--- config.mk ---
export PLATFORM = sky130hd
export DESIGN_NAME = bresenham_line_rasterizer_flat
export DESIGN_NICKNAME = d
export VERILOG_FILES = /design/src/hw/rtl/blr_pkg.sv /design/src/hw/rtl/blr_item_if.sv /design/src/hw/rtl/blr_step.sv /design/src/hw/rtl/bresenham_line_rasterizer.sv /design/src/flat_wrapper.sv
export SDC_FILE = /design/constraint.sdc
export NUM_CORES = 1
export LEC_CHECK = 0
export BUFFER_PORTS_ARGS = -buffer_cell sky130_fd_sc_hd__buf_2
export CORE_ASPECT_RATIO = 0.5
export CORE_UTILIZATION = 25
export DETAILED_ROUTE_END_ITERATION = 10
export PLACE_DENSITY = 0.49
export SLEW_MARGIN = 40
export SYNTH_ARGS = -nofsm -noshare
export SYNTH_HDL_FRONTEND = slang
export SYNTH_SLANG_ARGS = --single-unit
--- constraint.sdc ---
create_clock -name i_clk -period 8.3 [get_ports i_clk]
set_clock_uncertainty 0.15 [all_clocks]
set_input_delay 0 -clock i_clk [delete_from_list [all_inputs] [get_ports i_clk]]
set_output_delay 0 -clock i_clk [all_outputs]
set_load 0.02 [all_outputs]
--- src/hw/rtl/blr_pkg.sv ---
package blr_pkg;

    // Coordinate and error term widths
    localparam int COORD_BITS = 10;
    localparam int ERR_BITS   = COORD_BITS + 3;

    typedef logic [COORD_BITS-1:0]      t_coord;
    typedef logic signed [ERR_BITS-1:0] t_err;

    // Operation codes carried by an input transaction
    localparam logic OP_LOAD    = 1'b0;
    localparam logic OP_ADVANCE = 1'b1;

    // Octant class of the active line
    typedef enum logic [2:0] {
        CASE_VERTICAL     = 3'd0,
        CASE_SHALLOW_UP   = 3'd1,
        CASE_STEEP_UP     = 3'd2,
        CASE_SHALLOW_DOWN = 3'd3,
        CASE_STEEP_DOWN   = 3'd4
    } t_line_case;

    typedef struct packed {
        logic   operation;
        t_coord start_x;
        t_coord start_y;
        t_coord finish_x;
        t_coord finish_y;
    } t_item;

    typedef struct packed {
        t_coord pixel_x;
        t_coord pixel_y;
        logic   pixel_valid;
        logic   pixel_last;
    } t_pixel;

    typedef struct packed {
        t_coord     walk_x;
        t_coord     walk_y;
        t_coord     major_end;
        t_coord     delta_x_abs;
        t_coord     delta_y_abs;
        t_err       decision_error;
        t_line_case line_case;
        logic       line_active;
    } t_line_state;

endpackage

--- src/hw/rtl/blr_item_if.sv ---
interface blr_item_if;
    import blr_pkg::*;

    logic   valid;
    logic   ready;
    logic   operation;
    t_coord start_x;
    t_coord start_y;
    t_coord finish_x;
    t_coord finish_y;

    modport source (
        output valid, operation, start_x, start_y, finish_x, finish_y,
        input  ready
    );
    modport sink (
        input  valid, operation, start_x, start_y, finish_x, finish_y,
        output ready
    );
endinterface

interface blr_pixel_if;
    import blr_pkg::*;

    logic   valid;
    logic   ready;
    t_coord pixel_x;
    t_coord pixel_y;
    logic   pixel_valid;
    logic   pixel_last;

    modport source (
        output valid, pixel_x, pixel_y, pixel_valid, pixel_last,
        input  ready
    );
    modport sink (
        input  valid, pixel_x, pixel_y, pixel_valid, pixel_last,
        output ready
    );
endinterface

--- src/hw/rtl/blr_step.sv ---
module blr_step (
    input  blr_pkg::t_line_state i_state,
    input  blr_pkg::t_item       i_item,
    output blr_pkg::t_line_state o_state,
    output blr_pkg::t_pixel      o_pixel
);
    import blr_pkg::*;

    logic        swap;
    t_coord      x0;
    t_coord      y0;
    t_coord      x1;
    t_coord      y1;
    t_coord      dx;
    t_coord      dy;
    logic        rising;
    t_err        dx2;
    t_err        dy2;
    logic        shallow;
    logic        falling;
    logic        err_pos;
    t_coord      y_step;
    t_coord      major;
    logic        last;
    t_line_state ns;

    // Order endpoints and measure the deltas for a load
    always_comb begin
        swap = !((i_item.start_x < i_item.finish_x) ||
                 ((i_item.start_x == i_item.finish_x) &&
                  (i_item.start_y <= i_item.finish_y)));
        x0 = swap ? i_item.finish_x : i_item.start_x;
        y0 = swap ? i_item.finish_y : i_item.start_y;
        x1 = swap ? i_item.start_x  : i_item.finish_x;
        y1 = swap ? i_item.start_y  : i_item.finish_y;
        rising = (y1 >= y0);
        dx = x1 - x0;
        dy = rising ? (y1 - y0) : (y0 - y1);
    end

    // Compute the next line state
    always_comb begin
        ns = i_state;
        // doubled deltas of the stored line, zero extended
        dx2 = t_err'({2'b00, i_state.delta_x_abs, 1'b0});
        dy2 = t_err'({2'b00, i_state.delta_y_abs, 1'b0});
        err_pos = !i_state.decision_error[ERR_BITS-1];
        falling = (i_state.line_case == CASE_SHALLOW_DOWN) ||
                  (i_state.line_case == CASE_STEEP_DOWN);
        y_step  = falling ? (i_state.walk_y - t_coord'(1)) : (i_state.walk_y + t_coord'(1));

        if (i_item.operation == OP_LOAD) begin
            ns.walk_x      = x0;
            ns.walk_y      = y0;
            ns.delta_x_abs = dx;
            ns.delta_y_abs = dy;
            ns.line_active = 1'b1;
            if (dx == '0) begin
                ns.line_case      = CASE_VERTICAL;
                ns.major_end      = y1;
                ns.decision_error = '0;
            end else if (dy <= dx) begin
                ns.line_case      = rising ? CASE_SHALLOW_UP : CASE_SHALLOW_DOWN;
                ns.major_end      = x1;
                ns.decision_error = t_err'({2'b00, dy, 1'b0}) - t_err'({3'b000, dx});
            end else begin
                ns.line_case      = rising ? CASE_STEEP_UP : CASE_STEEP_DOWN;
                ns.major_end      = y1;
                ns.decision_error = t_err'({2'b00, dx, 1'b0}) - t_err'({3'b000, dy});
            end
        end else if (i_state.line_active) begin
            case (i_state.line_case)
                CASE_SHALLOW_UP, CASE_SHALLOW_DOWN: begin
                    ns.walk_x = i_state.walk_x + t_coord'(1);
                    if (err_pos) begin
                        ns.walk_y         = y_step;
                        ns.decision_error = i_state.decision_error + dy2 - dx2;
                    end else begin
                        ns.decision_error = i_state.decision_error + dy2;
                    end
                end
                CASE_STEEP_UP, CASE_STEEP_DOWN: begin
                    ns.walk_y = y_step;
                    if (err_pos) begin
                        ns.walk_x         = i_state.walk_x + t_coord'(1);
                        ns.decision_error = i_state.decision_error + dx2 - dy2;
                    end else begin
                        ns.decision_error = i_state.decision_error + dx2;
                    end
                end
                default: begin
                    ns.walk_y = i_state.walk_y + t_coord'(1);
                end
            endcase
        end
    end

    // Detect the final pixel and form the result
    always_comb begin
        shallow = (ns.line_case == CASE_SHALLOW_UP) || (ns.line_case == CASE_SHALLOW_DOWN);
        major   = shallow ? ns.walk_x : ns.walk_y;
        last    = (major == ns.major_end);
        o_state = ns;
        if ((i_item.operation == OP_ADVANCE) && !i_state.line_active) begin
            o_pixel = '0;
        end else begin
            o_pixel.pixel_x     = ns.walk_x;
            o_pixel.pixel_y     = ns.walk_y;
            o_pixel.pixel_valid = 1'b1;
            o_pixel.pixel_last  = last;
            if (last) begin
                o_state.line_active = 1'b0;
            end
        end
    end

endmodule

--- src/hw/rtl/bresenham_line_rasterizer.sv ---
// Bresenham line rasterizer. A load transaction latches two endpoints,
// classes the line into vertical, shallow or steep rising or falling, and
// returns the first pixel; each advance transaction returns the next pixel
// and flags the final one with pixel_last. An advance with no line in
// progress returns a result with pixel_valid low and all fields zero. A new
// transaction is taken every clock while the output is not stalled; each
// transaction passes through the input register, then the result register,
// and the line state advances with each step. Ready falls only when the
// result register is held by a stalled output.
module bresenham_line_rasterizer (
    input  logic        i_clk,
    input  logic        i_rst_n,
    blr_item_if.sink    i_item,
    blr_pixel_if.source o_pixel
);
    import blr_pkg::*;

    logic        r_in_valid;
    t_item       r_in;
    t_line_state r_state;
    logic        r_out_valid;
    t_pixel      r_out;
    t_line_state n_state;
    t_pixel      n_pixel;
    logic        step_fire;
    logic        in_fire;

    // Advance the item into the result register when it has room
    assign step_fire = r_in_valid && (!r_out_valid || o_pixel.ready);
    assign i_item.ready = !r_in_valid || step_fire;
    assign in_fire = i_item.valid && i_item.ready;

    // Capture the incoming transaction
    always_ff @(posedge i_clk) begin
        if (!i_rst_n) begin
            r_in_valid <= 1'b0;
        end else if (in_fire) begin
            r_in_valid <= 1'b1;
        end else if (step_fire) begin
            r_in_valid <= 1'b0;
        end
    end

    always_ff @(posedge i_clk) begin
        if (in_fire) begin
            r_in.operation <= i_item.operation;
            r_in.start_x   <= i_item.start_x;
            r_in.start_y   <= i_item.start_y;
            r_in.finish_x  <= i_item.finish_x;
            r_in.finish_y  <= i_item.finish_y;
        end
    end

    blr_step u_step (
        .i_state (r_state),
        .i_item  (r_in),
        .o_state (n_state),
        .o_pixel (n_pixel)
    );

    // Update the line state with each step
    always_ff @(posedge i_clk) begin
        if (!i_rst_n) begin
            r_state <= '0;
        end else if (step_fire) begin
            r_state <= n_state;
        end
    end

    // Hold the result until the sink takes it
    always_ff @(posedge i_clk) begin
        if (!i_rst_n) begin
            r_out_valid <= 1'b0;
        end else if (step_fire) begin
            r_out_valid <= 1'b1;
        end else if (o_pixel.ready) begin
            r_out_valid <= 1'b0;
        end
    end

    always_ff @(posedge i_clk) begin
        if (step_fire) begin
            r_out <= n_pixel;
        end
    end

    assign o_pixel.valid       = r_out_valid;
    assign o_pixel.pixel_x     = r_out.pixel_x;
    assign o_pixel.pixel_y     = r_out.pixel_y;
    assign o_pixel.pixel_valid = r_out.pixel_valid;
    assign o_pixel.pixel_last  = r_out.pixel_last;

    // The final pixel of a line ends the line
    a_last_ends_line: assert property (@(posedge i_clk) disable iff (!i_rst_n)
        (step_fire && n_pixel.pixel_last) |=> !r_state.line_active)
        else $error("line still active after its final pixel");

    // A load always yields a pixel
    a_load_emits: assert property (@(posedge i_clk) disable iff (!i_rst_n)
        (step_fire && (r_in.operation == OP_LOAD)) |=> (r_out_valid && r_out.pixel_valid))
        else $error("load step produced no pixel");

    // An empty result carries no last flag and no coordinates
    a_empty_clean: assert property (@(posedge i_clk) disable iff (!i_rst_n)
        (r_out_valid && !r_out.pixel_valid) |->
            (!r_out.pixel_last && (r_out.pixel_x == '0) && (r_out.pixel_y == '0)))
        else $error("empty result carries pixel data");

    // A waiting input item is neither lost nor altered
    a_in_hold: assert property (@(posedge i_clk) disable iff (!i_rst_n)
        (r_in_valid && !step_fire) |=> (r_in_valid && $stable(r_in)))
        else $error("input register changed while waiting");

endmodule
--- src/flat_wrapper.sv ---
// flat-port wrapper written by rule: the top's interface ports become plain ports
module bresenham_line_rasterizer_flat import blr_pkg::*;
  (i_clk, i_rst_n, i_item_valid, i_item_operation, i_item_start_x, i_item_start_y, i_item_finish_x, i_item_finish_y, i_item_ready, o_pixel_valid, o_pixel_pixel_x, o_pixel_pixel_y, o_pixel_pixel_valid, o_pixel_pixel_last, o_pixel_ready);
  blr_item_if i_item_i ();
  blr_pixel_if o_pixel_i ();
  input  logic i_clk;
  input  logic i_rst_n;
  input wire logic [$bits(i_item_i.valid)-1:0] i_item_valid;
  input wire logic [$bits(i_item_i.operation)-1:0] i_item_operation;
  input wire logic [$bits(i_item_i.start_x)-1:0] i_item_start_x;
  input wire logic [$bits(i_item_i.start_y)-1:0] i_item_start_y;
  input wire logic [$bits(i_item_i.finish_x)-1:0] i_item_finish_x;
  input wire logic [$bits(i_item_i.finish_y)-1:0] i_item_finish_y;
  output wire logic [$bits(i_item_i.ready)-1:0] i_item_ready;
  output wire logic [$bits(o_pixel_i.valid)-1:0] o_pixel_valid;
  output wire logic [$bits(o_pixel_i.pixel_x)-1:0] o_pixel_pixel_x;
  output wire logic [$bits(o_pixel_i.pixel_y)-1:0] o_pixel_pixel_y;
  output wire logic [$bits(o_pixel_i.pixel_valid)-1:0] o_pixel_pixel_valid;
  output wire logic [$bits(o_pixel_i.pixel_last)-1:0] o_pixel_pixel_last;
  input wire logic [$bits(o_pixel_i.ready)-1:0] o_pixel_ready;
  assign i_item_i.valid = i_item_valid;
  assign i_item_i.operation = i_item_operation;
  assign i_item_i.start_x = i_item_start_x;
  assign i_item_i.start_y = i_item_start_y;
  assign i_item_i.finish_x = i_item_finish_x;
  assign i_item_i.finish_y = i_item_finish_y;
  assign i_item_ready = i_item_i.ready;
  assign o_pixel_valid = o_pixel_i.valid;
  assign o_pixel_pixel_x = o_pixel_i.pixel_x;
  assign o_pixel_pixel_y = o_pixel_i.pixel_y;
  assign o_pixel_pixel_valid = o_pixel_i.pixel_valid;
  assign o_pixel_pixel_last = o_pixel_i.pixel_last;
  assign o_pixel_i.ready = o_pixel_ready;
  bresenham_line_rasterizer u_core (.i_clk(i_clk), .i_rst_n(i_rst_n), .i_item(i_item_i), .o_pixel(o_pixel_i));
endmodule
==> results.tsv <==
metric	value	unit
max cap viols	0	
DRC viols	0	
Sw Share	40.4	%
synth top area cells	edfxtp_1 16%, dfxtp_1 12%, ha_1 10%, nand2_1 6.4%, a21oi_1 4.8%	
internal power	0.00199	W
Worst VDD drop	121	µV
clk sinks	131	
Filler Cells Inserted	4846	
Avg Inst Size Synth	8.26	µm²
CP Launch Type	register	
Buffers on Ports	68	
Pre-antenna DRT Iters	5	
DRT antenna net count	0	
CP top delay family	compound AO/OA/AOI/OAI gates	
pins over their slew limit	0	
Clock Latency Late Sink	440	ps
Mapped Nets	1551	
row count	55	
Clock power frac	25.3	%
Worst EP arrival	7920	ps
final setup violation count	0	
Least-Margin Pin Slew	886	ps
Post-DP HPWL	29.2	mm
P_leak	5.93	nW
unrepaired setup endpoints after global routing	false	
# IOs	69	
Gate Count Post-Synth	1405	
Final Cycle Share	95.0	%
Root Buffer	clkbuf_16	
share of cells above drive strength 1	15.3	%
ant diodes	0	
Initial Util	25.5	%
first-pass GRT wire length	57.8	mm
Final min period	7880	ps
synthesized cell area	0.0116	mm²
nets	1678	
Hold Slack	73.7	ps
Synth Flop Type	dfxtp_1	
vias per std cell	4.93	
Die Y	154	µm
area delta synth->final	22.2	%
commonest cells in the synthesized netlist	198 x nand2_1, 111 x a21oi_1, 109 x inv_1	
total gr overflow	0	
post-synth cell types	86	
worst path required time	8340	ps
initial antenna violation count	0	
placed cell area	0.0128	mm²
CP max stage delay	580	ps
FF+latch count, synth	131	
largest net degree at the start of global routing	71	
area leader, netlist	edfxtp_1	
CTS buffer count	17	
core occupancy in the finished layout	31.2	%
Comb pwr share	51.8	%
fin area	0.0142	mm²
part of the power in registers	22.9	%
H-tree level count	4	
Slew HR	40.3	%
Post-synth EDFFs	63	
top cell type's share of synthesized area	16.3	%
Post-Route WL	37.5	mm
maximum fanout along the worst path	14	
Crit-path slowest cell	xnor2_1	
setup_tns	0	ps
NetSw	0.00135	W
Hold Crit Class	primary input to register	
die width	307	µm
gr usage total	15.8	%
vias	10693	
Post-synth ARST share	0	%
vias in the first global route	10140	
initial DRC count	733	
total power	0.00334	W
endpoint type of the worst setup path	register	
DIE AREA	0.0473	mm²
clock-pin slew on the worst setup and hold paths	60	ps
Setup CP Type	register to register	
yosys synthesis warning count	0	
sequential cell area fraction in the yosys report	28.0	%
outcome	complete, no violations	
Final Hold Vio Count	0	
Crit path buffers/inverters	4	
CP most frequent cell	ha_1	
Power Density	236	mW/mm²
TritonCTS clock tree	yes	
Clock Tree Buf Depth	2	
GP Congestion	0.928	
most frequent cell after synthesis	nand2_1	
fmax	127	MHz
Routed WL per cell	17.3	µm
core area	0.0455	mm²
cell type report:
type / count / area, µm² / share of cell area (%)
clock buffers: 19 / 464 / 3.27
clock inverters: 12 / 178 / 1.25
inverters: 111 / 420 / 2.96
multi-input cells: 1092 / 7780 / 54.9
flip-flops and latches: 131 / 3250 / 22.9
well taps: 627 / 785 / 5.53
repair buffers: 179 / 1300 / 9.19
stage by stage:
stage	std cells	setup WS [ps]
2_1_floorplan	1405	184
6_report	2171	418
3_3_place_gp	2078	215
3_5_place_dp	2080	117
4_1_cts	2155	94.9
5_1_grt	2171	13.9
layout by cell type (no fill, tap or decap), types with 13 or more instances in the layout:
master         synthesis  routed
nand2_1              198     198
a21oi_1              111     109
inv_1                109     108
o21ai_0               93      91
ha_1                  95      87
nor2_1                75      73
buf_2                  8      68
dfxtp_1               68      68
buf_4                 10      64
edfxtp_1              63      63
xnor2_1               62      59
dlygate4sd3_1          0      44
a21boi_0              35      35
and2_1                29      28
xor2_1                27      27
nand3_1               25      25
mux2i_1               24      24
a21o_1                21      21
o21bai_1              19      19
nor2b_1               18      18
nand2b_1              18      18
nor3_1                19      18
clkbuf_16              0      18
o211a_1               15      15
o22ai_1               13      13
and3_1                13      13
timing repair:
item	CTS	global route
endpoints found under the setup margin	0	2
setup buffers	0	15
hold buffers	44	0
gates resized for setup	0	27
endpoints found under the hold margin	43	0
power groups by stage:
stage                     logic [W]  clock network [W]  registers [W]
after global routing        0.00192           0.000888       0.000770
after detailed placement    0.00164                  0       0.000778
after CTS                   0.00166           0.000864       0.000765
after floorplan             0.00120                  0       0.000770
final                       0.00173           0.000847       0.000765
after global placement      0.00164                  0       0.000780
routing by layer:
layer / vias to the layer above / part of all wire [%] / track usage, % / wire length, µm
met2: 271 / 43 / 24.0 / 16100
met3: 34 / 5.4 / 2.97 / 2050
met1: 5094 / 50 / 22.6 / 18700
met5: - / 0 / 0 / 0
li1: 5294 / - / - / -
met4: 0 / 1.8 / 4.43 / 663
tightest hold or removal path: stages:
cell	delay [ps]
buf_2	100
buf_4	320
o21a_1	200
state kept, by name (all words and copies together) (netlist names):
name	flops
u_core.r_in	41
u_core.r_in_valid	1
u_core.o_pixel.pixel_last	1
u_core.o_pixel.pixel_valid	1
u_core.o_pixel.pixel_x	10
u_core.o_pixel.pixel_y	10
u_core.r_state	66
u_core.o_pixel.valid	1
path summary, 6_finish.rpt:
path | from | end | slack [ps] | cells after the start
worst max-delay path | u_core.r_in[38]$_DFFE_PP_ | u_core.o_pixel.pixel_last$_SDFFCE_PP0P_ | 420 | 31
worst min-delay path | i_rst_n | u_core.o_pixel.valid$_SDFFE_PN0P_ | 70 | 3
worst max register to register | u_core.r_in[38]$_DFFE_PP_ | u_core.o_pixel.pixel_last$_SDFFCE_PP0P_ | 420 | 31
worst min register to register | u_core.r_state[42]$_SDFFE_PN0P_ | u_core.r_state[42]$_SDFFE_PN0P_ | 320 | 2
cells by family (layout without fill, tap and decap cells):
family,after synthesis,count (layout),share of synthesized area (%)
XOR/XNOR,92,92,7.19
AND/OR/NAND/NOR,433,433,17.6
buffers and inverters,183,321,6.33
flip-flops,131,131,28.0
AO/OA/AOI/OAI,425,426,24.8
adder cells (fa/ha/maj),101,101,11.3
multiplexers,40,40,4.72
Note: power is estimated with default switching activity, not from simulation.
